`src/rtl/core/hvd_pkg.sv`:
```
// Shared constants, tables and widths for the haversine distance unit.
// No dependencies; every other file refers to this package by scoped names.
`timescale 1ns / 1ps
`default_nettype none

package hvd_pkg;

    // Field formats
    localparam int ANGLE_FRAC_BITS = 22;
    localparam int DIST_FRAC_BITS  = 4;
    localparam int LON_W           = 31;
    localparam int LAT_W           = 30;
    localparam int DIST_W          = 30;
    localparam int RADIUS_W        = 24;
    localparam logic [RADIUS_W-1:0] RADIUS_RESET = 24'd6371000;

    // APB register map
    localparam int   CFG_DATA_W        = 32;
    localparam int   CFG_ADDR_W        = 3;
    localparam int   CFG_IDX_LSB       = 2;
    localparam logic REG_SPHERE_RADIUS = 1'b0;

    // Degrees to phase (2^-32 turn). Latitudes enter doubled, so both kinds
    // use q = floor(((|v| << TP_SHIFT) + TP_BIAS) / TP_DIV).
    localparam int PHASE_W   = 32;
    localparam int TP_SHIFT  = 31 - ANGLE_FRAC_BITS - 2;
    localparam int TP_DIV    = 90;
    localparam int TP_BIAS   = TP_DIV / 2;
    localparam int TP_X_W    = 38;
    localparam int TP_SPLIT  = TP_X_W / 2;
    localparam int TP_RCP_W  = 32;
    localparam logic [TP_RCP_W-1:0] TP_RECIP = 32'd3054198966; // floor(2^38 / 90)
    localparam int TP_LAT    = 4;

    // CORDIC
    localparam int CORDIC_ITERS = 30;
    localparam int CORDIC_W     = 34;
    localparam logic signed [CORDIC_W-1:0] Q30_ONE   = CORDIC_W'(64'd1 << 30);
    localparam logic signed [CORDIC_W-1:0] HALF_TURN = CORDIC_W'(64'd1 << 31);
    localparam logic signed [CORDIC_W-1:0] CORDIC_KINV = CORDIC_W'(64'd652032874);
    localparam int SC_LAT = CORDIC_ITERS + 1;
    localparam int AT_LAT = CORDIC_ITERS;

    localparam logic [31:0] ATAN_PHASE [CORDIC_ITERS] = '{
        32'd536870912, 32'd316933406, 32'd167458907, 32'd85004756, 32'd42667331,
        32'd21354465,  32'd10679838,  32'd5340245,   32'd2670163,  32'd1335087,
        32'd667544,    32'd333772,    32'd166886,    32'd83443,    32'd41722,
        32'd20861,     32'd10430,     32'd5215,      32'd2608,     32'd1304,
        32'd652,       32'd326,       32'd163,       32'd81,       32'd41,
        32'd20,        32'd10,        32'd5,         32'd3,        32'd1
    };

    // Square root, one result bit per stage
    localparam int SQ_ROOT_W = 31;
    localparam int SQ_DIGITS = SQ_ROOT_W;
    localparam int SQ_RAD_W  = 2 * SQ_DIGITS;
    localparam int SQ_REM_W  = SQ_ROOT_W + 3;
    localparam int SQ_LAT    = SQ_DIGITS;

    // Central angle to metres
    localparam int P_W = 32;
    localparam logic [32:0] TWO_PI_Q30 = 33'd6746518852;
    localparam int PROD_LAT = 3;

    // Stages from the input register up to the angle CORDIC output
    localparam int MID_LAT = TP_LAT + SC_LAT + PROD_LAT + SQ_LAT + AT_LAT;
    localparam int CLP_LAT = SQ_LAT + AT_LAT;

endpackage

`default_nettype wire

```
`src/rtl/core/hvd_to_phase.sv`:
```
// Fixed-point degrees to phase (2^-32 turn), rounded half away from zero.
// Division by 90 by reciprocal multiply in two halves; depends on hvd_pkg.
`timescale 1ns / 1ps
`default_nettype none

module hvd_to_phase (
    input  logic                                i_clk,
    input  logic                                i_en,
    input  logic signed [hvd_pkg::PHASE_W-1:0]  i_value,
    output logic signed [hvd_pkg::PHASE_W-1:0]  o_phase
);

    localparam int XW = hvd_pkg::TP_X_W;
    localparam int SP = hvd_pkg::TP_SPLIT;
    localparam int PW = SP + hvd_pkg::TP_RCP_W;
    localparam int SW = PW + SP + 1;

    logic [hvd_pkg::PHASE_W-1:0] w_mag;
    logic [XW-1:0]               w_x;
    logic [XW-1:0]               r1_x;
    logic                        r1_neg;
    logic [PW-1:0]               r2_ph;
    logic [PW-1:0]               r2_pl;
    logic [7:0]                  r2_xlo;
    logic                        r2_neg;
    logic [SW-1:0]               w_sum;
    logic [hvd_pkg::PHASE_W-1:0] r3_q0;
    logic [7:0]                  r3_xlo;
    logic                        r3_neg;
    logic [7:0]                  w_rem;
    logic [hvd_pkg::PHASE_W-1:0] w_q;

    always_comb begin
        w_mag = i_value[hvd_pkg::PHASE_W-1] ? hvd_pkg::PHASE_W'(-i_value)
                                             : hvd_pkg::PHASE_W'(i_value);
        w_x   = (XW'(w_mag) << hvd_pkg::TP_SHIFT) + XW'(hvd_pkg::TP_BIAS);
    end

    // q0 is at most one below the true quotient
    assign w_sum = (SW'(r2_ph) << SP) + SW'(r2_pl);

    // only the low byte of x - 90*q0 matters, the true remainder is below 180
    always_comb begin
        w_rem = 8'(r3_xlo - 8'(r3_q0[7:0] * 8'(hvd_pkg::TP_DIV)));
        w_q   = r3_q0 + hvd_pkg::PHASE_W'(w_rem >= 8'(hvd_pkg::TP_DIV));
    end

    always_ff @(posedge i_clk) begin
        if (i_en) begin
            r1_x    <= w_x;
            r1_neg  <= i_value[hvd_pkg::PHASE_W-1];
            r2_ph   <= PW'(r1_x[XW-1:SP]) * PW'(hvd_pkg::TP_RECIP);
            r2_pl   <= PW'(r1_x[SP-1:0]) * PW'(hvd_pkg::TP_RECIP);
            r2_xlo  <= r1_x[7:0];
            r2_neg  <= r1_neg;
            r3_q0   <= w_sum[XW +: hvd_pkg::PHASE_W];
            r3_xlo  <= r2_xlo;
            r3_neg  <= r2_neg;
            o_phase <= r3_neg ? $signed(-w_q) : $signed(w_q);
        end
    end

endmodule

`default_nettype wire

```
`config.mk`:
```
export PLATFORM = sky130hd
export DESIGN_NAME = hvd_to_phase
export DESIGN_NICKNAME = d
export VERILOG_FILES = /design/src/rtl/core/hvd_pkg.sv /design/src/rtl/core/hvd_to_phase.sv
export SDC_FILE = /design/constraint.sdc
export NUM_CORES = 1
export LEC_CHECK = 0
export BUFFER_PORTS_ARGS = -buffer_cell sky130_fd_sc_hd__buf_2
export CAP_MARGIN = 10
export CORE_ASPECT_RATIO = 2
export CORE_MARGIN = 2
export CORE_UTILIZATION = 33
export DETAILED_ROUTE_END_ITERATION = 10
export PLACE_DENSITY_LB_ADDON = 0.1
export REMOVE_ABC_BUFFERS = 1
export SYNTH_ARGS = -nofsm -noshare
export SYNTH_HDL_FRONTEND = slang
export SYNTH_SLANG_ARGS = --single-unit
```
`constraint.sdc`:
```
create_clock -name i_clk -period 6.9 [get_ports i_clk]
set_clock_uncertainty 0.2 [all_clocks]
set_input_delay 1.38 -clock i_clk [delete_from_list [all_inputs] [get_ports i_clk]]
set_output_delay 1.38 -clock i_clk [all_outputs]
set_load 0.02 [all_outputs]
```
==> reports/qor.csv <==
metric,value,unit
sequential fraction of the synthesis area,27.30,%
via count,13785,
Final Wtd Congestion,0.8898,
Final Hold Vio Count,0,
count of pins over their slew limit,0,
area growth from synthesis to layout,10.03,%
Setup-failing EPs final,0,
most frequent cells in the layout,"373 x inv_1, 292 x ha_1, 181 x edfxtp_1",
#FFs+latches synth,181,
io pins,66,
Post-CTS Setup Inserts,0,
TNS Setup,0,ps
largest net degree at the start of global routing,105,
critical path required time,6970,ps
DR vias/cell,4.874,
Post-Synthesis Cells,1962,
syn avg cell area,10.15,µm²
CTS tree,yes,
Ys Warns,0,
crit start category,register,
HPWL Detailed,45280,µm
area of the multi-input gates,12900,µm²
Die Span X,177.7,µm
Routed WL,52190,µm
RSZ-0062 raised after global routing,no,
layout cells sized above 1,7.696,%
drt pass-1 iters,7,
CP Class,register to register,
CTS buffer count,17,
# Max-Cap Violations,0,
CTS Sinks,181,
vias in the first global route,15094,
drt drc,0,
gr ovfl total,0,
clk root buf,clkbuf_16,
Die H,351.4,µm
Slew headroom,25.06,%
initial antenna violation count,0,
CP most frequent cell,fa_1,
crit-path cells,"ha_1, ha_1, inv_1, fa_1, fa_1, inv_1, fa_1, fa_1, inv_1, ha_1, nand2_1, o21ai_0, a21oi_1, a2111oi_0, buf_4, nor3_1, buf_4, o31ai_1, a21oi_1, xnor2_1",
Core ar.,59750,µm²
Clock Path Buffers,2,
dominant cells by area after synthesis,"edfxtp_1 27%, ha_1 18%, fa_1 16%",
cell taking the most area after synthesis,edfxtp_1,
H-tree Lvls,4,
total track usage,17.70,%
Max stage delay on crit path,590,ps
first-pass GRT wire length,82940,µm
register area,5435,µm²
fraction of registers with async set/reset,0,%
clk_lat worst skew,470,ps
crit path max fanout,9,
Wirelength per Cell,18.46,µm
minimum clock period,6568,ps
Post-synth EDFFs,181,
die area,62430,µm²
Fillers,6129,
Crit-path slowest cell,fa_1,
Max Clk Rate,152.2,MHz
"commonest non-fill, non-tap cell in the layout",inv_1,
Final ANT Viol Nets,0,
Final #Nets,2526,
status,"finished, final reports clean",
hold_ws,221.4,ps
input/output buffers,65,
hold_buf cts,0,
CP arrival,6640,ps
"Reg clk slew, reported paths",80,ps
Synth Cell Area,19910,µm²
Synth cell types,84,
worst slew pin tran,1124,ps
Yosys top cell area share,27.30,%
"Top FF cell, synth",edfxtp_1,
detailed router's first-iteration violation count,469,
Starting Density,33.32,%
Critical Path End Type,register,
floorplan row count,127,
Worst Hold Class,register to register,
Tcrit/Tclk final,95.20,%
## layout make-up
| type | instances | share of cell area (%) |
|---|---|---|
| multi-input combinational | 1371 | 58.88 |
| timing repair buffer | 96 | 2.587 |
| clock inverter | 15 | 0.9596 |
| inverter | 373 | 6.391 |
| antenna | 1 | 0.01142 |
| tap | 774 | 4.421 |
| sequential | 181 | 24.81 |
| clock buffer | 17 | 1.942 |
## cells in the mapped netlist, types with 3 or more instances
cell,n
a2111oi_0,3
a211o_1,6
a211oi_1,11
a21boi_0,3
a21o_1,39
a21oi_1,91
a221oi_1,5
a311o_1,4
a31oi_1,19
a41oi_1,6
and2_1,11
and3_1,21
and4_1,8
buf_6,4
clkbuf_1,27
edfxtp_1,181
fa_1,160
ha_1,292
inv_1,373
maj3_1,3
nand2_1,92
nand2b_1,15
nand3_1,45
nand3b_1,3
nand4_1,30
nor2_1,63
nor2b_1,10
nor3_1,25
nor4_1,3
o211ai_1,10
o21a_1,12
o21ai_0,66
o21ai_1,7
o21ai_2,3
o21bai_1,13
o221ai_1,4
o31ai_1,14
o41ai_1,5
or2_2,7
or3_1,9
or4_1,6
xnor2_1,143
xor2_1,58
## routing by layer
| metal | track usage (%) | share of wire [%] | up-vias | wire length [µm] |
|---|---|---|---|---|
| met5 | 0 | 0 | - | 0 |
| met4 | 6.725 | 3.4 | 0 | 1779 |
| met3 | 1.719 | 1.7 | 63 | 897 |
| met2 | 37.71 | 60 | 192 | 31570 |
| met1 | 16.51 | 34 | 6652 | 17950 |
| li1 | - | - | 6878 | - |
## path summary, 6_finish.rpt
| kind | startpoint | endpoint | slack [ps] | cells after the start |
|---|---|---|---|---|
| max | r1_x[10] | r2_pl[48] | 330 | 20 |
| min | r2_xlo[7] | r3_xlo[7] | 220 | 0 |
| max reg2reg | r1_x[10] | r2_pl[48] | 330 | 20 |
| min reg2reg | r2_xlo[7] | r3_xlo[7] | 220 | 0 |
## critical path, delay by kind of cell, from the launching register on
kind,cells,cell delay [ps]
xor gates and xnor gates,1,250
and+or+nand+nor,2,180
AOI/OAI and AO/OA,5,1480
adders and majority gates,7,3140
buffers and inverters,5,620
DFF,1,500
## timing repair
item / 4_1_cts / 5_1_grt
setup endpoints to repair: 0 / 1
endpoints found under the hold margin: 0 / 0
gates resized for setup: 0 / 1
## flip-flops by register name, summed over array words and instances (netlist names)
signal and count:
r2_ph 50, o_phase 32, r3_q0 32, r1_x 31, r2_pl 31, r1_neg 1
r2_neg 1, r2_xlo 1, r3_neg 1, r3_xlo 1
## metrics by stage
stage | instance area (µm²) | instances | setup slack, ps | util [%]
after detailed placement | 21270 | 2795 | 260.6 | 35.60
after global routing | 21900 | 2827 | 27.21 | 36.66
after CTS | 21900 | 2827 | 219.9 | 36.66
final | 21910 | 2828 | 331.5 | 36.66
after global placement | 21270 | 2795 | 308.6 | 35.60
after floorplan | 19730 | 1925 | 753.4 | -
## cell families after synthesis
kind of cell | synth area share, %
adders and majority gates | 34.59
muxes | 0.2953
and+or+nand+nor | 9.616
xor gates and xnor gates | 8.842
buffers and inverters | 7.919
DFF | 27.30
AOI/OAI and AO/OA | 11.44
Power is not shown: default switching activity piles up to over one toggle a cycle in this logic, so the estimate is an artifact.
