## src/rtl/core/hvd_pkg.sv

```systemverilog
// Shared constants, tables and widths for the haversine distance unit.
// No dependencies; every other file refers to this package by scoped names.
`timescale 1ns / 1ps
`default_nettype none

package hvd_pkg;

    // Field formats
    localparam int ANGLE_FRAC_BITS = 22;
    localparam int DIST_FRAC_BITS  = 4;
    localparam int LON_W           = 31;
    localparam int LAT_W           = 30;
    localparam int DIST_W          = 30;
    localparam int RADIUS_W        = 24;
    localparam logic [RADIUS_W-1:0] RADIUS_RESET = 24'd6371000;

    // APB register map
    localparam int   CFG_DATA_W        = 32;
    localparam int   CFG_ADDR_W        = 3;
    localparam int   CFG_IDX_LSB       = 2;
    localparam logic REG_SPHERE_RADIUS = 1'b0;

    // Degrees to phase (2^-32 turn). Latitudes enter doubled, so both kinds
    // use q = floor(((|v| << TP_SHIFT) + TP_BIAS) / TP_DIV).
    localparam int PHASE_W   = 32;
    localparam int TP_SHIFT  = 31 - ANGLE_FRAC_BITS - 2;
    localparam int TP_DIV    = 90;
    localparam int TP_BIAS   = TP_DIV / 2;
    localparam int TP_X_W    = 38;
    localparam int TP_SPLIT  = TP_X_W / 2;
    localparam int TP_RCP_W  = 32;
    localparam logic [TP_RCP_W-1:0] TP_RECIP = 32'd3054198966; // floor(2^38 / 90)
    localparam int TP_LAT    = 4;

    // CORDIC
    localparam int CORDIC_ITERS = 30;
    localparam int CORDIC_W     = 34;
    localparam logic signed [CORDIC_W-1:0] Q30_ONE   = CORDIC_W'(64'd1 << 30);
    localparam logic signed [CORDIC_W-1:0] HALF_TURN = CORDIC_W'(64'd1 << 31);
    localparam logic signed [CORDIC_W-1:0] CORDIC_KINV = CORDIC_W'(64'd652032874);
    localparam int SC_LAT = CORDIC_ITERS + 1;
    localparam int AT_LAT = CORDIC_ITERS;

    localparam logic [31:0] ATAN_PHASE [CORDIC_ITERS] = '{
        32'd536870912, 32'd316933406, 32'd167458907, 32'd85004756, 32'd42667331,
        32'd21354465,  32'd10679838,  32'd5340245,   32'd2670163,  32'd1335087,
        32'd667544,    32'd333772,    32'd166886,    32'd83443,    32'd41722,
        32'd20861,     32'd10430,     32'd5215,      32'd2608,     32'd1304,
        32'd652,       32'd326,       32'd163,       32'd81,       32'd41,
        32'd20,        32'd10,        32'd5,         32'd3,        32'd1
    };

    // Square root, one result bit per stage
    localparam int SQ_ROOT_W = 31;
    localparam int SQ_DIGITS = SQ_ROOT_W;
    localparam int SQ_RAD_W  = 2 * SQ_DIGITS;
    localparam int SQ_REM_W  = SQ_ROOT_W + 3;
    localparam int SQ_LAT    = SQ_DIGITS;

    // Central angle to metres
    localparam int P_W = 32;
    localparam logic [32:0] TWO_PI_Q30 = 33'd6746518852;
    localparam int PROD_LAT = 3;

    // Stages from the input register up to the angle CORDIC output
    localparam int MID_LAT = TP_LAT + SC_LAT + PROD_LAT + SQ_LAT + AT_LAT;
    localparam int CLP_LAT = SQ_LAT + AT_LAT;

endpackage

`default_nettype wire

```

## src/rtl/core/hvd_sqrt.sv

```systemverilog
// Pipelined integer square root, one root bit per stage (restoring method).
// Widths come from hvd_pkg.
`timescale 1ns / 1ps
`default_nettype none

module hvd_sqrt (
    input  logic                              i_clk,
    input  logic                              i_en,
    input  logic [hvd_pkg::SQ_RAD_W-1:0]      i_rad,
    output logic [hvd_pkg::SQ_ROOT_W-1:0]     o_root
);

    localparam int N  = hvd_pkg::SQ_DIGITS;
    localparam int RW = hvd_pkg::SQ_REM_W;
    localparam int QW = hvd_pkg::SQ_ROOT_W;
    localparam int AW = hvd_pkg::SQ_RAD_W;

    logic [RW-1:0] w_prem  [N];
    logic [QW-1:0] w_proot [N];
    logic [AW-1:0] w_prad  [N];
    logic [RW-1:0] r_rem   [N];
    logic [QW-1:0] r_root  [N];
    logic [AW-1:0] r_rad   [N];

    for (genvar gk = 0; gk < N; gk++) begin : g_digit
        logic [RW+1:0] w_cur;
        logic [RW+1:0] w_trial;
        logic          w_ge;
        if (gk == 0) begin : g_first
            assign w_prem[gk]  = '0;
            assign w_proot[gk] = '0;
            assign w_prad[gk]  = i_rad;
        end else begin : g_next
            assign w_prem[gk]  = r_rem[gk-1];
            assign w_proot[gk] = r_root[gk-1];
            assign w_prad[gk]  = r_rad[gk-1];
        end
        always_comb begin
            w_cur   = {w_prem[gk], w_prad[gk][AW-1 -: 2]};
            w_trial = (RW+2)'({w_proot[gk], 2'b01});
            w_ge    = (w_cur >= w_trial);
        end
        always_ff @(posedge i_clk) begin
            if (i_en) begin
                r_rem[gk]  <= w_ge ? RW'(w_cur - w_trial) : RW'(w_cur);
                r_root[gk] <= {w_proot[gk][QW-2:0], w_ge};
                r_rad[gk]  <= w_prad[gk] << 2;
            end
        end
    end

    assign o_root = r_root[N-1];

endmodule

`default_nettype wire

```

## config.mk

```make
export PLATFORM = sky130hd
export DESIGN_NAME = hvd_sqrt
export DESIGN_NICKNAME = d
export VERILOG_FILES = /design/src/rtl/core/hvd_pkg.sv /design/src/rtl/core/hvd_sqrt.sv
export SDC_FILE = /design/constraint.sdc
export NUM_CORES = 2
export LEC_CHECK = 0
export ABC_AREA = 1
export BUFFER_PORTS_ARGS = -buffer_cell sky130_fd_sc_hd__buf_2
export CORE_ASPECT_RATIO = 1.4
export CORE_MARGIN = 10
export CORE_UTILIZATION = 32
export CTS_CLUSTER_DIAMETER = 40
export DETAILED_ROUTE_END_ITERATION = 8
export PLACE_DENSITY = 0.56
export SLEW_MARGIN = 20
export SYNTH_ARGS = -nofsm -noshare
export SYNTH_HDL_FRONTEND = slang
export SYNTH_SLANG_ARGS = --single-unit
```

## constraint.sdc

```tcl
create_clock -name i_clk -period 4.7 [get_ports i_clk]
set_input_delay 0 -clock i_clk [delete_from_list [all_inputs] [get_ports i_clk]]
set_output_delay 0 -clock i_clk [all_outputs]
set_load 0.05 [all_outputs]
```

==> summary by stage <==
Status
The run finished with clean final reports.

Synthesis
The number of cells produced by synthesis is around 15,000. The cell area after synthesis is approximately 130,000 sq um. The share of flip-flops with an asynchronous set or reset is 0%.

The most used flip-flop cell after synthesis is sky130_fd_sc_hd__edfxtp_1. The leading area contributor after synthesis is sky130_fd_sc_hd__edfxtp_1. The number of unique standard cell types used by synthesis is 54. Dividing the synthesized area by the synthesized cell count gives roughly 8.8 sq um. The top-area cell type share of the netlist area is 54.8%.

After synthesis the netlist holds a flip-flop and latch count of ~2,400. During synthesis, Yosys emitted a total of 0 warnings. The number of enable flip-flop cells after synthesis is between 2,000 and 2,500. Counting every net in the synthesized netlist gives ~15,000. The sequential area share after synthesis is a little over half. Ranked by total cell area, the synthesized netlist is headed by sky130_fd_sc_hd__edfxtp_1 (55%), sky130_fd_sc_hd__nand2_1 (13%), sky130_fd_sc_hd__inv_1 (7.1%).

Power and ir drop
The largest voltage drop on the vdd net is 0.000379 V. Summed over all cells, the static leakage comes to ~66 nW. Power comes to around 0.071 W. In this run the power density over the cells is 471 nW/um^2.

Timing
Timing would allow up to between 200 and 250 MHz. Setup repair after global routing left no endpoint under its margin. For the pin with the worst max-slew slack, the measured transition is approximately 1.1 ns. The sum of negative setup slack is 0 ns.

The final hold violation count was 0. The final-report setup violation count is 0. Subtracting the final worst setup slack from the clock period gives a little over 4 ns.

In this run the tightest slew margin relative to its limit is a little under a quarter. After layout, the worst path uses about 86% of the clock period. The worst clock skew on the final layout is between 0.06 and 0.07 ns.

The count of pins over their slew limit came to 0.

Cells and area
In the final layout, the share of cells above drive strength 1 is 6.13%. The net count reported at finish is ~16,000. The layout has approximately 42,000 filler cells. The final standard cell utilization of the core is around 37%. The area added between synthesis and finish is 15.5%. The finished cells cover about 150,000 sq um.

Setup path
The signal arrival time at the worst endpoint is roughly 4.7 ns. The kind of critical path is reg -> reg. The worst setup path is launched from a register.

The cell depth of the worst flop-to-flop path is 11. The critical path capture point type is a register. The data required time of the worst path is ~5.3 ns. Of all nets on the critical path, the largest fanout is 23.

Floorplan
The floorplan step defined a die boundary enclosing between 400,000 and 500,000 sq um. The area of the placeable core is 409,000 sq um. Pin placement for this block handled 95 I/O pins. The die is 778 um tall. The die is 561 um wide.

The number of cell rows is about 280. For this configuration, the core starts out at a cell density of about a third.

Routing
The number of violations reported at the end of detailed-routing iteration 0 is 6,178. Summed over all nets, wire length on met2 after detailed routing comes to around 210 mm. After detailed routing, the number of remaining DRC violations is 0.

In the final routed layout, each cell accounts on average for approximately 19 um. The first-pass detailed-route iteration total is 6. For this block, wires on met1 add up to around 140 mm. Once detail routing completed, the nets flagged for antenna violations numbered 0. Detailed routing placed a total of between 10 and 15 mm of wire on met3. After detailed routing, the total wire length is 392 mm. In the routed layout, each cell is associated on average with a via count of 4.67. The routed layout has ~100,000 vias. The uppermost layer routed is met4.

GRT
The overflow left after global routing is 0. The via count of the first global-routing pass came to 98,900. The global-route wire length before repair is 585 mm. Global routing used between 10% and 20% of the available tracks across all layers. The number of antenna violations at the first check in global routing is 4. Entering global routing, the biggest net connects 155 pins.

Clock network
The number of clock sinks seen by CTS is between 2,000 and 2,500. In this run the deepest clock path goes through 4 buffers. The count of instances resized after the clock tree is built is 0. For the worst-skew pair, the clock arrives at the later sink with an insertion delay of 0.97 ns. The CTS tree is yes. The number of clock buffers inserted by TritonCTS is 348.

The deepest level of the CTS H-tree is 5. The tree is rooted in a sky130_fd_sc_hd__clkbuf_16. For this design, the CTS-stage hold fixing added 127 buffers. Post-CTS timing repair inserted 0 buffers for setup. After clock tree synthesis, the clock-pin slew on the worst setup and hold paths is ~0.060 ns.

Placement
In this run the cell area measured after placement is 138,000 sq um. Input and output buffers added on the ports amount to 94. The placed wire-length estimate after detailed placement is 310 mm. The final weighted congestion in routability-driven placement is 0.957.

Min path
The number of cells on the worst hold path is 2. The path class of the tightest hold or removal check is in -> reg.

Run
The max-capacitance violation count is 0.
[where the power goes]
| group | internal [W] | switching (W) |
|---|---|---|
| combinational | 0.00496 | 0.0111 |
| sequential | 0.0267 | 0.00186 |
| clock | 0.0160 | 0.0108 |
[path summary, 6_finish.rpt]
kind / start / slack (ns) / end
setup reg to reg: r_root[18][3] / 0.64 / r_rem[1][104]
setup / recovery: r_root[18][3] / 0.64 / r_rem[1][104]
hold / removal: i_en / 0.23 / r_rad[5][41]
hold reg to reg: r_rad[17][36] / 0.39 / r_rad[18][38]
[cell usage after synthesis, types with 30 or more instances]
cell type,count
sky130_fd_sc_hd__xor2_1,273
sky130_fd_sc_hd__nand3_1,759
sky130_fd_sc_hd__nor4_1,33
sky130_fd_sc_hd__nand2_1,4652
sky130_fd_sc_hd__nor3_1,221
sky130_fd_sc_hd__xnor2_1,201
sky130_fd_sc_hd__ha_1,529
sky130_fd_sc_hd__nor2_1,1302
sky130_fd_sc_hd__nand4_1,252
sky130_fd_sc_hd__nand3b_1,76
sky130_fd_sc_hd__buf_2,56
sky130_fd_sc_hd__a21oi_1,694
sky130_fd_sc_hd__buf_4,30
sky130_fd_sc_hd__nand2_2,32
sky130_fd_sc_hd__nor2_2,30
sky130_fd_sc_hd__buf_6,38
sky130_fd_sc_hd__o21bai_1,46
sky130_fd_sc_hd__edfxtp_1,2395
sky130_fd_sc_hd__o21ai_0,431
sky130_fd_sc_hd__o21ai_1,76
sky130_fd_sc_hd__inv_1,2487
[flip-flops by register name (all words and copies together), names as in the netlist]
register  flops
r_root      496
r_rem       969
r_rad       930
[cell families (layout without fill, tap and decap cells)]
| group | Yosys count | count (layout) | share of synthesized area, % |
|---|---|---|---|
| AO/OA/AOI/OAI | 1347 | 1347 | 5.48 |
| XOR/XNOR | 474 | 474 | 3.16 |
| adder cells (fa/ha/maj) | 529 | 529 | 5.04 |
| buffers and inverters | 2647 | 3448 | 7.95 |
| flip-flops | 2395 | 2395 | 54.8 |
| other | 1 | 7 | 0.00286 |
| AND/OR/NAND/NOR | 7473 | 7473 | 23.6 |
[cells in the final DEF, fill, tap and decap left out, types with 15 or more instances in the layout]
cell type / instances
sky130_fd_sc_hd__nand2_1: 4652
sky130_fd_sc_hd__inv_1: 2487
sky130_fd_sc_hd__edfxtp_1: 2395
sky130_fd_sc_hd__nor2_1: 1301
sky130_fd_sc_hd__nand3_1: 759
sky130_fd_sc_hd__a21oi_1: 694
sky130_fd_sc_hd__ha_1: 529
sky130_fd_sc_hd__o21ai_0: 427
sky130_fd_sc_hd__clkbuf_16: 351
sky130_fd_sc_hd__xor2_1: 273
sky130_fd_sc_hd__nand4_1: 252
sky130_fd_sc_hd__nor3_1: 221
sky130_fd_sc_hd__xnor2_1: 201
sky130_fd_sc_hd__dlygate4sd3_1: 127
sky130_fd_sc_hd__buf_2: 93
sky130_fd_sc_hd__o21ai_1: 80
sky130_fd_sc_hd__nand3b_1: 76
sky130_fd_sc_hd__inv_6: 56
sky130_fd_sc_hd__buf_4: 52
sky130_fd_sc_hd__o21bai_1: 46
sky130_fd_sc_hd__clkinvlp_4: 36
sky130_fd_sc_hd__inv_8: 34
sky130_fd_sc_hd__nor4_1: 33
sky130_fd_sc_hd__bufinv_16: 33
sky130_fd_sc_hd__nand2_2: 32
sky130_fd_sc_hd__nor2_2: 31
sky130_fd_sc_hd__clkinv_2: 28
sky130_fd_sc_hd__clkbuf_1: 28
sky130_fd_sc_hd__inv_2: 27
sky130_fd_sc_hd__or2_2: 24
sky130_fd_sc_hd__clkinv_4: 24
sky130_fd_sc_hd__clkinv_1: 23
sky130_fd_sc_hd__o21ai_2: 22
sky130_fd_sc_hd__a21o_1: 22
sky130_fd_sc_hd__a21oi_2: 18
sky130_fd_sc_hd__clkinv_8: 18
sky130_fd_sc_hd__nand2_4: 16
sky130_fd_sc_hd__and2_1: 16
sky130_fd_sc_hd__buf_12: 15
[layer usage]
metal / vias up / track usage (%)
met5: - / 0
met1: 45600 / 17.5
li1: 49600 / -
met3: 1002 / 1.94
met2: 2311 / 33.3
met4: 0 / 11.0
[worst max-delay path, cell delays in order, from the launching register on]
cell	delay, ns
sky130_fd_sc_hd__edfxtp_1	0.68
sky130_fd_sc_hd__inv_1	0.10
sky130_fd_sc_hd__ha_1	0.37
sky130_fd_sc_hd__nand2_1	0.16
sky130_fd_sc_hd__nor2_4	0.13
sky130_fd_sc_hd__nand2_1	0.06
sky130_fd_sc_hd__nor3_1	0.29
sky130_fd_sc_hd__a21oi_2	0.13
sky130_fd_sc_hd__nand2_4	0.24
sky130_fd_sc_hd__inv_2	0.30
sky130_fd_sc_hd__buf_4	0.33
sky130_fd_sc_hd__o21ai_0	0.90
[metrics by stage]
step	setup WS, ns	std cells	hold WS, ns
2_1_floorplan	2.53	14900	0.0989
3_3_place_gp	0.424	20400	0.177
3_5_place_dp	0.586	20400	0.178
4_1_cts	0.604	21100	0.138
5_1_grt	0.553	21100	0.200
6_report	0.640	21100	0.229
[final cells by class]
cell class,instances,area [sq um],area share [%]
diodes,6,15.0,0.00990
multi-input cells,9824,48900,32.3
inverters,2518,9460,6.24
well taps,5460,6830,4.50
flip-flops and latches,2395,71900,47.4
clock inverters,264,3200,2.11
repair buffers,287,2430,1.60
clock buffers,379,8890,5.86
Note: power is estimated with default switching activity, not from simulation.
